**src/sv/source_reputation_tracker_defines.svh**
```systemverilog
// assertion macros used by the reputation tracker datapath
`ifndef SOURCE_REPUTATION_TRACKER_DEFINES_SVH
`define SOURCE_REPUTATION_TRACKER_DEFINES_SVH

// same-cycle implication, sampled on aclk
`define SRT_ASSERT_IMP(lbl, rstn, ante, cons) \
    lbl: assert property (@(posedge aclk) disable iff (!(rstn)) (ante) |-> (cons)) \
        else $error("assertion failed");

// next-cycle implication, sampled on aclk
`define SRT_ASSERT_NXT(lbl, rstn, ante, cons) \
    lbl: assert property (@(posedge aclk) disable iff (!(rstn)) (ante) |=> (cons)) \
        else $error("assertion failed");

`endif

```
**src/sv/srt_pkg.sv**
```systemverilog
// types and constants of the source reputation tracker
package srt_pkg;

    localparam int ADDR_W     = 32;
    localparam int DELTA_W    = 8;
    localparam int TIME_W     = 32;
    localparam int SCORE_W    = 7;
    localparam int SUM_W      = 10;
    localparam int S_DATA_W   = 72;
    localparam int M_DATA_W   = 48;
    localparam int APB_ADDR_W = 4;
    localparam int APB_DATA_W = 32;

    // remainder unit: bits of the address consumed per cycle
    localparam int DIV_BITS   = 8;
    localparam int DIV_STEPS  = ADDR_W / DIV_BITS;
    localparam int DIV_CNT_W  = 2;

    localparam logic [SCORE_W-1:0] SCORE_MAX     = 7'd100;
    localparam logic [TIME_W-1:0]  DURATION_RST  = 32'd3600;
    localparam logic [SCORE_W-1:0] THRESHOLD_RST = 7'd10;
    localparam logic [SCORE_W-1:0] INIT_RST      = 7'd50;

    typedef enum logic [1:0] {
        CFG_DURATION   = 2'd0,
        CFG_THRESHOLD  = 2'd1,
        CFG_INIT_SCORE = 2'd2
    } cfg_idx_t;

    typedef enum logic [2:0] {
        ST_CLEAR,
        ST_IDLE,
        ST_DIVIDE,
        ST_LOOKUP,
        ST_UPDATE
    } state_t;

    typedef struct packed {
        logic                valid;
        logic [ADDR_W-1:0]   addr;
        logic [SCORE_W-1:0]  score;
        logic                blocked;
        logic [TIME_W-1:0]   expiry;
    } way_t;

    typedef struct packed {
        logic load;
        logic rd_direct;
        logic div_step;
        logic rd_div;
        logic commit;
        logic clr_wr;
    } cmd_t;

    typedef struct packed {
        logic clr_last;
        logic div_last;
        logic out_free;
    } stat_t;

endpackage

```
**src/sv/srt_ctrl.sv**
```systemverilog
// controller state machine of the reputation tracker
module srt_ctrl #(
    parameter int BUCKETS = 4096
) (
    input  logic           aclk,
    input  logic           aresetn,
    input  logic           s_tvalid,
    output logic           s_tready,
    input  srt_pkg::stat_t stat,
    output srt_pkg::cmd_t  cmd
);
    import srt_pkg::*;

    localparam bit DIRECT = (BUCKETS & (BUCKETS - 1)) == 0;

    state_t state_reg;
    state_t state_next;

    always_ff @(posedge aclk) begin
        if (!aresetn) begin
            state_reg <= ST_CLEAR;
        end else begin
            state_reg <= state_next;
        end
    end

    always_comb begin
        state_next = state_reg;
        cmd        = '0;
        s_tready   = 1'b0;
        unique case (state_reg)
            ST_CLEAR: begin
                cmd.clr_wr = 1'b1;
                if (stat.clr_last) begin
                    state_next = ST_IDLE;
                end
            end
            ST_IDLE: begin
                s_tready = 1'b1;
                if (s_tvalid) begin
                    cmd.load = 1'b1;
                    if (DIRECT) begin
                        cmd.rd_direct = 1'b1;
                        state_next    = ST_UPDATE;
                    end else begin
                        state_next = ST_DIVIDE;
                    end
                end
            end
            ST_DIVIDE: begin
                cmd.div_step = 1'b1;
                if (stat.div_last) begin
                    state_next = ST_LOOKUP;
                end
            end
            ST_LOOKUP: begin
                cmd.rd_div = 1'b1;
                state_next = ST_UPDATE;
            end
            ST_UPDATE: begin
                if (stat.out_free) begin
                    cmd.commit = 1'b1;
                    state_next = ST_IDLE;
                end
            end
            default: begin
                state_next = ST_CLEAR;
            end
        endcase
    end

endmodule

```
**config.mk**
```make
export PLATFORM = sky130hd
export DESIGN_NAME = srt_ctrl
export DESIGN_NICKNAME = d
export VERILOG_FILES = /design/src/sv/source_reputation_tracker_defines.svh /design/src/sv/srt_pkg.sv /design/src/sv/srt_ctrl.sv
export SDC_FILE = /design/constraint.sdc
export NUM_CORES = 1
export LEC_CHECK = 0
export BUFFER_PORTS_ARGS = -buffer_cell sky130_fd_sc_hd__buf_2
export CAP_MARGIN = 20
export CORE_AREA = 2 2 39 41
export CTS_CLUSTER_SIZE = 30
export DETAILED_ROUTE_END_ITERATION = 7
export DIE_AREA = 0 0 41 43
export GPL_TIMING_DRIVEN = 0
export PLACE_DENSITY = 0.4
export REMOVE_ABC_BUFFERS = 1
export SLEW_MARGIN = 20
export SYNTH_ARGS = -nofsm -noshare
export SYNTH_HDL_FRONTEND = slang
export SYNTH_SLANG_ARGS = --single-unit
```
**constraint.sdc**
```tcl
create_clock -name aclk -period 1.78 [get_ports aclk]
set_input_delay 0.356 -clock aclk [delete_from_list [all_inputs] [get_ports aclk]]
set_output_delay 0.356 -clock aclk [all_outputs]
set_load 0.02 [all_outputs]
```
== Word level (Yosys, flattened, before mapping) ==
Index checks and enable logic that the tools add are counted.

* Equal/unequal tests: 8
* Muxes and demuxes: 13
* Reductions and logical operators: 2

{| class="wikitable"
|+ Operators by type and width
! operator !! count
|-
| 3-bit case mux with 5 select lines || 1
|-
| 3-bit 2-to-1 mux || 4
|-
| 2-bit != test, second input constant || 4
|-
| 3-bit by 2-bit == test with 1-bit output, second input constant || 2
|-
| 1-bit 2-to-1 mux || 6
|-
| 2-bit 2-to-1 mux || 2
|-
| 4-bit AND reduction || 1
|-
| 3-bit by 1-bit == test with 1-bit output, second input constant || 1
|-
| 3-bit == test, second input constant || 1
|-
| 3-bit zero test || 1
|}

* Register bits: 3
* Input bits: 6
* Output and inout port bits: 7
* Logic and storage cells: 24

== Longest topological paths before layout ==
Gate-level depths: netlist (run 1).

* Depth after elaboration: 3
* Mapped depth: 4
* Gate-level depth less buffers: 3

== Least setup slack after synthesis (run 1) ==
Ideal clock, no wire load.

* Path type: register to output
* Start point: register state_reg[0]
* End point: output port cmd[5] (netlist bit)
* Arrival: 1.348 ns
* Required time: 1.424 ns
* Setup slack: 0.076 ns
* Stages on the path, launching flop included: 5
* Buffers on the path: 1
* Path through: dfxtp_1 -> nand2b_2 -> nor2_1 -> and2_1 -> buf_4

{| class="wikitable"
|+ RTL lines
! item !! line !! RTL
|-
| start, declared || srt_ctrl.sv:16 || <nowiki>state_t state_reg;</nowiki>
|-
| start signal, assigned || srt_ctrl.sv:23 || <nowiki>state_reg <= state_next;</nowiki>
|-
| end, declared || srt_ctrl.sv:10 || <nowiki>output srt_pkg::cmd_t cmd</nowiki>
|}

==> results of run 1 <==
## per-layer routing
layer	vias to the layer above	part of all wire, %	GRT usage (%)
li1	105	-	-
met1	75	55	9.646
met2	11	35	6.563
met3	0	10	3.141
met4	0	0	6.000
met5	-	0	0
## critical path, cell delays in order, from the launching register on
cell                       delay, ns
sky130_fd_sc_hd__dfxtp_1        0.47
sky130_fd_sc_hd__nand2b_2       0.12
sky130_fd_sc_hd__nor2_1         0.12
sky130_fd_sc_hd__and2_1         0.15
sky130_fd_sc_hd__buf_2          0.16
## cell families (layout without fill, tap and decap cells)
group                  Yosys count  after routing
AO/OA/AOI/OAI                    2              2
flip-flops                       3              3
buffers and inverters            4             17
AND/OR/NAND/NOR                 13             13
multiplexers                     1              1
## cells in the final DEF (no fill, tap or decap)
cell                       instances
sky130_fd_sc_hd__and2_1            2
sky130_fd_sc_hd__o31a_1            1
sky130_fd_sc_hd__nand2b_2          1
sky130_fd_sc_hd__nor2_1            4
sky130_fd_sc_hd__clkbuf_1          1
sky130_fd_sc_hd__nor4bb_4          1
sky130_fd_sc_hd__inv_2             1
sky130_fd_sc_hd__clkbuf_4          3
sky130_fd_sc_hd__mux2i_1           1
sky130_fd_sc_hd__nor3_1            4
sky130_fd_sc_hd__buf_2            12
sky130_fd_sc_hd__nor4b_1           1
sky130_fd_sc_hd__dfxtp_1           3
sky130_fd_sc_hd__o21a_1            1
## power breakdown
| part | total [mW] | leakage, nW | switching (mW) | internal, mW |
|---|---|---|---|---|
| clock network | 0.119 | 0.0150 | 0.0349 | 0.0840 |
| logic | 0.0415 | 0.0898 | 0.0224 | 0.0191 |
| registers | 0.0767 | 0.0245 | 0.00592 | 0.0708 |
| total | 0.237 | 0.129 | 0.0632 | 0.174 |
## metrics by stage
stage | setup WS [ns] | cells | utilization (%) | area [um^2]
after floorplan | 0.1480 | 20 | - | 180.2
after global placement | 0.4050 | 48 | 18.81 | 260.3
after detailed placement | 0.4216 | 48 | 18.81 | 260.3
after CTS | 0.1669 | 52 | 20.71 | 286.5
after global routing | 0.04659 | 52 | 20.71 | 286.5
final | 0.1772 | 52 | 20.71 | 286.5
## final timing paths
check | from | to | slack (ns) | cells after the start
worst max register to register | state_reg[1]$_SDFFE_PN0P_ | state_reg[0]$_SDFFE_PN0P_ | 0.60 | 3
worst max-delay path | state_reg[0]$_SDFFE_PN0P_ | cmd[5] | 0.18 | 4
worst min register to register | state_reg[2]$_SDFFE_PN0P_ | state_reg[1]$_SDFFE_PN0P_ | 0.68 | 2
worst min-delay path | aresetn | state_reg[2]$_SDFFE_PN0P_ | 0.37 | 2
## area by class of cell
type                    count  area [um^2]  share of cell area (%)
multi-input cells          16        116.4                   40.61
inverters                   1        3.754                   1.310
well taps                  16        20.02                   6.987
clock buffers               4        26.28                   9.170
flip-flops and latches      3        60.06                   20.96
repair buffers             12        60.06                   20.96
==> parameters.txt, run 1 <==
Parameter                              Value

Worst hold path
  Worst hold path type    in2reg

Logic synthesis
  Share of synthesized area spent on multiplexers    4.848%
  Share of Yosys cell area claimed by the top area cell type    29.09%
  Area contributors post-synth    sky130_fd_sc_hd__dfxtp_1 29%, sky130_fd_sc_hd__nor4bb_4 12%, sky130_fd_sc_hd__nor3_1 9.7%
  Count of yosys warnings during synthesis    0
  Combinational family with the most area after synthesis    simple AND/OR/NAND/NOR gates
  Part of the Yosys area used for sequential elements    29.09%
  Unique masters post-synth    13
  EDFF count, synth    0
  Adder-cell share of the synthesized area    0%
  Post-Synthesis Cell Area    206.4 um^2
  Post-Synthesis Cells    23
  Post-synthesis average cell area    8.976 um^2
  Area fraction in and, or, nand and nor cells after synthesis    43.64%
  FF+latch count, synth    3
  Fraction of synthesis flops using an asynchronous set or reset pin    0%
  Top cell type by total area after synthesis    sky130_fd_sc_hd__dfxtp_1
  Synthesized-area fraction occupied by xor and xnor cells    0%
  Post-synthesis compound-gate area fraction    7.879%
  Synth top cells by count    4 x sky130_fd_sc_hd__nor2_1, 4 x sky130_fd_sc_hd__nor3_1, 3 x sky130_fd_sc_hd__dfxtp_1
  Most used DFF post-synth    sky130_fd_sc_hd__dfxtp_1

Critical path
  Crit start category    flip-flop
  Data required time of the worst path    1.42 ns
  Type of the worst setup path    reg2out
  Largest fanout on the critical path    6
  Endpoint class of the critical path    output port
  Data arrival, critical path    1.25 ns

Run status
  Run status    complete, no violations

STA
  Final Hold Violating Endpoints    0
  Max-slew violation count    0
  WHS    0.3684 ns
  Minimum clock period    1.603 ns
  Setup total negative slack    0 ns
  Share of the clock period used by the worst path    90.05%
  Pin slew with the least headroom to its limit    0.3743 ns
  Slew headroom    75.01%
  Final setup fails    0
  RSZ-0062 raised after global routing    no
  Maximum frequency from static timing analysis    0.6239 GHz
  Post-route clock skew    0.002204 ns

Die
  Die Span Y    43 um
  Area of the die    1763 um^2
  Number of standard-cell rows in the floorplan    14
  Initial core utilization    14.92%
  Floorplan core area    1384 um^2
  I/O Pins    13
  Die X-Extent    41 um

Power
  Static leakage power    0.1292 nW
  Design Power    0.2371 mW
  Power density over the cells    827.6 nW/um^2
  Max IR drop VDD    246.2 uV

Routing
  Vias/cell    3.673
  First DRT Iteration DRCs    0
  Number of optimization iterations in the first detailed-route pass    1
  Total vias in the final route    191
  Total DRC errors in the routed layout    0
  Routed WL    462 um
  Post-DR wirelength/cell    8.885 um
  Number of nets still failing antenna checks after routing    0

Global routing
  Initial antenna violation count    0
  Pin count of the biggest net entering global routing    9
  Total routing resource utilization after global routing    6.627%
  Via count of the first global-routing pass    172
  Remaining Overflow, GRT    0
  Global-route wire length before repair    738 um

Layout
  Area Growth Syn to Fin    38.79%
  Final antenna diode count    0
  Flip-flop count of the largest register, all copies and words added    3
  Number of filler cells placed in the layout    162
  Fraction of final layout cells with drive strength greater than 1    50.00%
  Fin nets    43

Placed design
  Routability congestion estimate from global placement    0.5898
  Placed wire-length estimate    347.7 um
  Number of port buffers    12

Clock tree
  Clock-pin slew on the worst setup and hold paths    0.04 ns
  H-tree lvl count    1
  TritonCTS clock tree    done
  Clock latency on the worst-skew pair    0.23 ns
  Number of clock sinks seen by CTS    3
  Number of instances resized during post-cts repair    0
  Post-cts hold buffer count    0
  Maximum clock insertion buffer count    2
  Number of post-CTS setup repair buffers    0
  Number of buffers added by the clock tree synthesis step    3
  Root Buffer Master    sky130_fd_sc_hd__clkbuf_4

Flow run
  Reported max-cap violation count    0
Power figures use the tool's default switching activity.
==> inputs of run 2 (changes only) <==
Settings changed: ABC_AREA from default to 1, PLACE_DENSITY 0.4 to 0.45.
==> run 2 against run 1 <==
Against the previous run:
- clock skew down 0.0022 ns
- synthesized cell count up 83%
- core utilization up 4.3 points
- non-clock buffer count unchanged
- wire length up 14%
- total power up 110%
- sequential power up 68%
- sequential share of layout area down 3.3 points
- worst hold slack worse by 0.0058 ns
- maximum frequency about the same
- critical path type unchanged
- highest routed layer unchanged
==> parameters.txt, run 2 <==
Parameter                              Value

Power
  Static leakage power    0.1970 nW
  Internal power    0.2671 mW
  Power density over the cells    1451 nW/um^2
  Design Power    0.5030 mW
  Sw power    0.2359 mW
  Fraction of power consumed by sequential logic    25.7%
  Clock share of power    23.7%
  Sw Share    46.90%
  Max IR drop VDD    492.1 uV
  Comb power frac    50.7%

Routing
  Number of optimization iterations in the first detailed-route pass    1
  First DRT Iteration DRCs    0
  Total DRC errors in the routed layout    0
  Number of nets still failing antenna checks after routing    0
  Post-DR wirelength/cell    7.408 um
  Routed WL    526 um
  Total vias in the final route    269
  Vias/cell    3.789

Logic synthesis
  Post-Synthesis Cells    42
  Most used DFF post-synth    sky130_fd_sc_hd__dfxtp_1
  Post-Synthesis Cell Area    265.3 um^2
  Share of Yosys cell area claimed by the top area cell type    22.64%
  Count of yosys warnings during synthesis    0
  Area contributors post-synth    sky130_fd_sc_hd__dfxtp_1 23%, sky130_fd_sc_hd__nand3_2 15%, sky130_fd_sc_hd__inv_1 11%
  Unique masters post-synth    15
  Synth top cells by count    8 x sky130_fd_sc_hd__inv_1, 8 x sky130_fd_sc_hd__nor2_1, 4 x sky130_fd_sc_hd__nand2_1, 4 x sky130_fd_sc_hd__nand3_2, 3 x sky130_fd_sc_hd__dfxtp_1
  Fraction of synthesis flops using an asynchronous set or reset pin    0%
  EDFF count, synth    0
  Part of the Yosys area used for sequential elements    22.64%
  Post-synthesis average cell area    6.316 um^2
  Top cell type by total area after synthesis    sky130_fd_sc_hd__dfxtp_1
  FF+latch count, synth    3

Layout
  Most common cell after layout, fill and taps aside    sky130_fd_sc_hd__buf_2
  Final Cell Area    346.6 um^2
  Leading cell types in the layout, fill and taps excluded    12 x sky130_fd_sc_hd__buf_2, 8 x sky130_fd_sc_hd__inv_1, 8 x sky130_fd_sc_hd__nor2_1
  Area of combinational cells with multiple inputs    141.4 um^2
  Final antenna diode count    0
  Number of filler cells placed in the layout    166
  Flip-flop count of the largest register, all copies and words added    3
  Fraction of final layout cells with drive strength greater than 1    45.45%
  Sequential cell area in the final layout    61.31 um^2
  Final design utilization    25.05%
  Area Growth Syn to Fin    30.66%
  Fin nets    62

Clock tree
  TritonCTS clock tree    done
  Number of buffers added by the clock tree synthesis step    3
  H-tree lvl count    1
  Root Buffer Master    sky130_fd_sc_hd__clkbuf_4
  Clock-pin slew on the worst setup and hold paths    0.04 ns
  Maximum clock insertion buffer count    2
  Number of clock sinks seen by CTS    3
  Number of instances resized during post-cts repair    0
  Number of post-CTS setup repair buffers    0
  Clock latency on the worst-skew pair    0.23 ns
  Post-cts hold buffer count    0

Worst hold path
  Worst hold path startpoint    aresetn
  Worst hold path type    in2reg
  Hold Path Cell Cnt    3

Critical path
  Worst path slowest cell    sky130_fd_sc_hd__dfxtp_1
  Endpoint of the most critical register-to-register path    state_reg[2]$_SDFFE_PN0P_
  Crit start category    flip-flop
  Data required time of the worst path    1.42 ns
  Reg-to-reg setup timing slack    0.68 ns
  Critical path destination    cmd[5]
  Type of the worst setup path    reg2out
  Endpoint class of the critical path    output port
  Maximum cell stage delay along the critical path    0.38 ns
  Series of cell instances along the critical path    nor2_2 -> inv_1 -> nor3_1 -> buf_2
  Critical path startpoint    state_reg[2]$_SDFFE_PN0P_
  Data arrival, critical path    1.25 ns
  Largest fanout on the critical path    6
  Depth of the worst register-to-register path    6
  Startpoint of the worst register-to-register path    state_reg[1]$_SDFFE_PN0P_

STA
  Share of the clock period used by the worst path    90.03%
  Slew headroom    80.28%
  Maximum frequency from static timing analysis    0.6240 GHz
  RSZ-0062 raised after global routing    no
  Final setup fails    0
  Final Hold Violating Endpoints    0
  Minimum clock period    1.603 ns
  WHS    0.3626 ns
  Max-slew violation count    0
  Post-route clock skew    0.00004213 ns
  Pin slew with the least headroom to its limit    0.2953 ns

Global routing
  Pin count of the biggest net entering global routing    10
  Via count of the first global-routing pass    219
  Initial antenna violation count    0
  Global-route wire length before repair    800 um
  Total routing resource utilization after global routing    7.222%
  Remaining Overflow, GRT    0

Die
  Die X-Extent    41 um
  I/O Pins    13
  Number of standard-cell rows in the floorplan    14
  Die Span Y    43 um
  Initial core utilization    19.17%
  Area of the die    1763 um^2
  Floorplan core area    1384 um^2

Flow run
  Reported max-cap violation count    0

Placed design
  Number of port buffers    12
  Routability congestion estimate from global placement    0.7616
  Placed cell area    319.1 um^2
  Placed wire-length estimate    425.4 um

Run status
  Run status    complete, no violations
run 2: cell count changes after synthesis, sizes merged, moves of 2 or more:
cell,change
nor2,+6
nor3,-2
inv,+9
nand3,+4
and2,-2
o21ai,+2
nand2,+5
run 2: critical path, delay by kind of cell (launching register included):
family,cells,cell delay [ns]
buffers and inverters,2,0.28
flip-flops,1,0.38
AND/OR/NAND/NOR,2,0.35
run 2: worst min path at each step:
stage,endpoint,slack [ns]
after floorplan,state_reg[1]$_SDFFE_PN0P_,0.47
after global placement,state_reg[1]$_SDFFE_PN0P_,0.60
after detailed placement,state_reg[1]$_SDFFE_PN0P_,0.59
after CTS,state_reg[1]$_SDFFE_PN0P_,0.35
after global routing,state_reg[1]$_SDFFE_PN0P_,0.37
final,state_reg[1]$_SDFFE_PN0P_,0.36
run 2: power groups by stage:
| stage | combinational [mW] | sequential (mW) | clock (mW) |
|---|---|---|---|
| 2_1_floorplan | 0.200 | 0.118 | 0 |
| 3_3_place_gp | 0.259 | 0.128 | 0 |
| 3_5_place_dp | 0.259 | 0.126 | 0 |
| 4_1_cts | 0.259 | 0.125 | 0.126 |
| 5_1_grt | 0.288 | 0.132 | 0.133 |
| 6_report | 0.255 | 0.129 | 0.119 |
run 2: layer usage:
metal	global-route usage, %	vias to the layer above	wire, um
met5	0	-	0
met4	8.000	0	0
met3	3.141	0	24
met2	9.063	6	260
met1	8.013	109	241
li1	-	154	-
run 2: logic make-up after synthesis:
group / Yosys count / share of synthesized area (%)
AOI/OAI and AO/OA: 3 / 5.659
buffers and inverters: 13 / 24.06
DFF: 3 / 22.64
and+or+nand+nor: 23 / 47.64
run 2: per-stage QoR:
step                setup TNS, ns  setup slack [ns]  cells
floorplan                 -0.1568          -0.07841     39
global placement                0            0.3392     67
detailed placement              0            0.3373     67
CTS                             0           0.08394     71
global route                    0           0.06009     71
finish                          0            0.1774     71
run 2: final cells by class:
| class | count | area share, % |
|---|---|---|
| Tap cell | 16 | 5.776 |
| Sequential cell | 3 | 17.69 |
| Multi-Input combinational cell | 26 | 40.79 |
| Clock buffer | 4 | 7.581 |
| Timing Repair Buffer | 12 | 17.33 |
| Inverter | 10 | 10.83 |
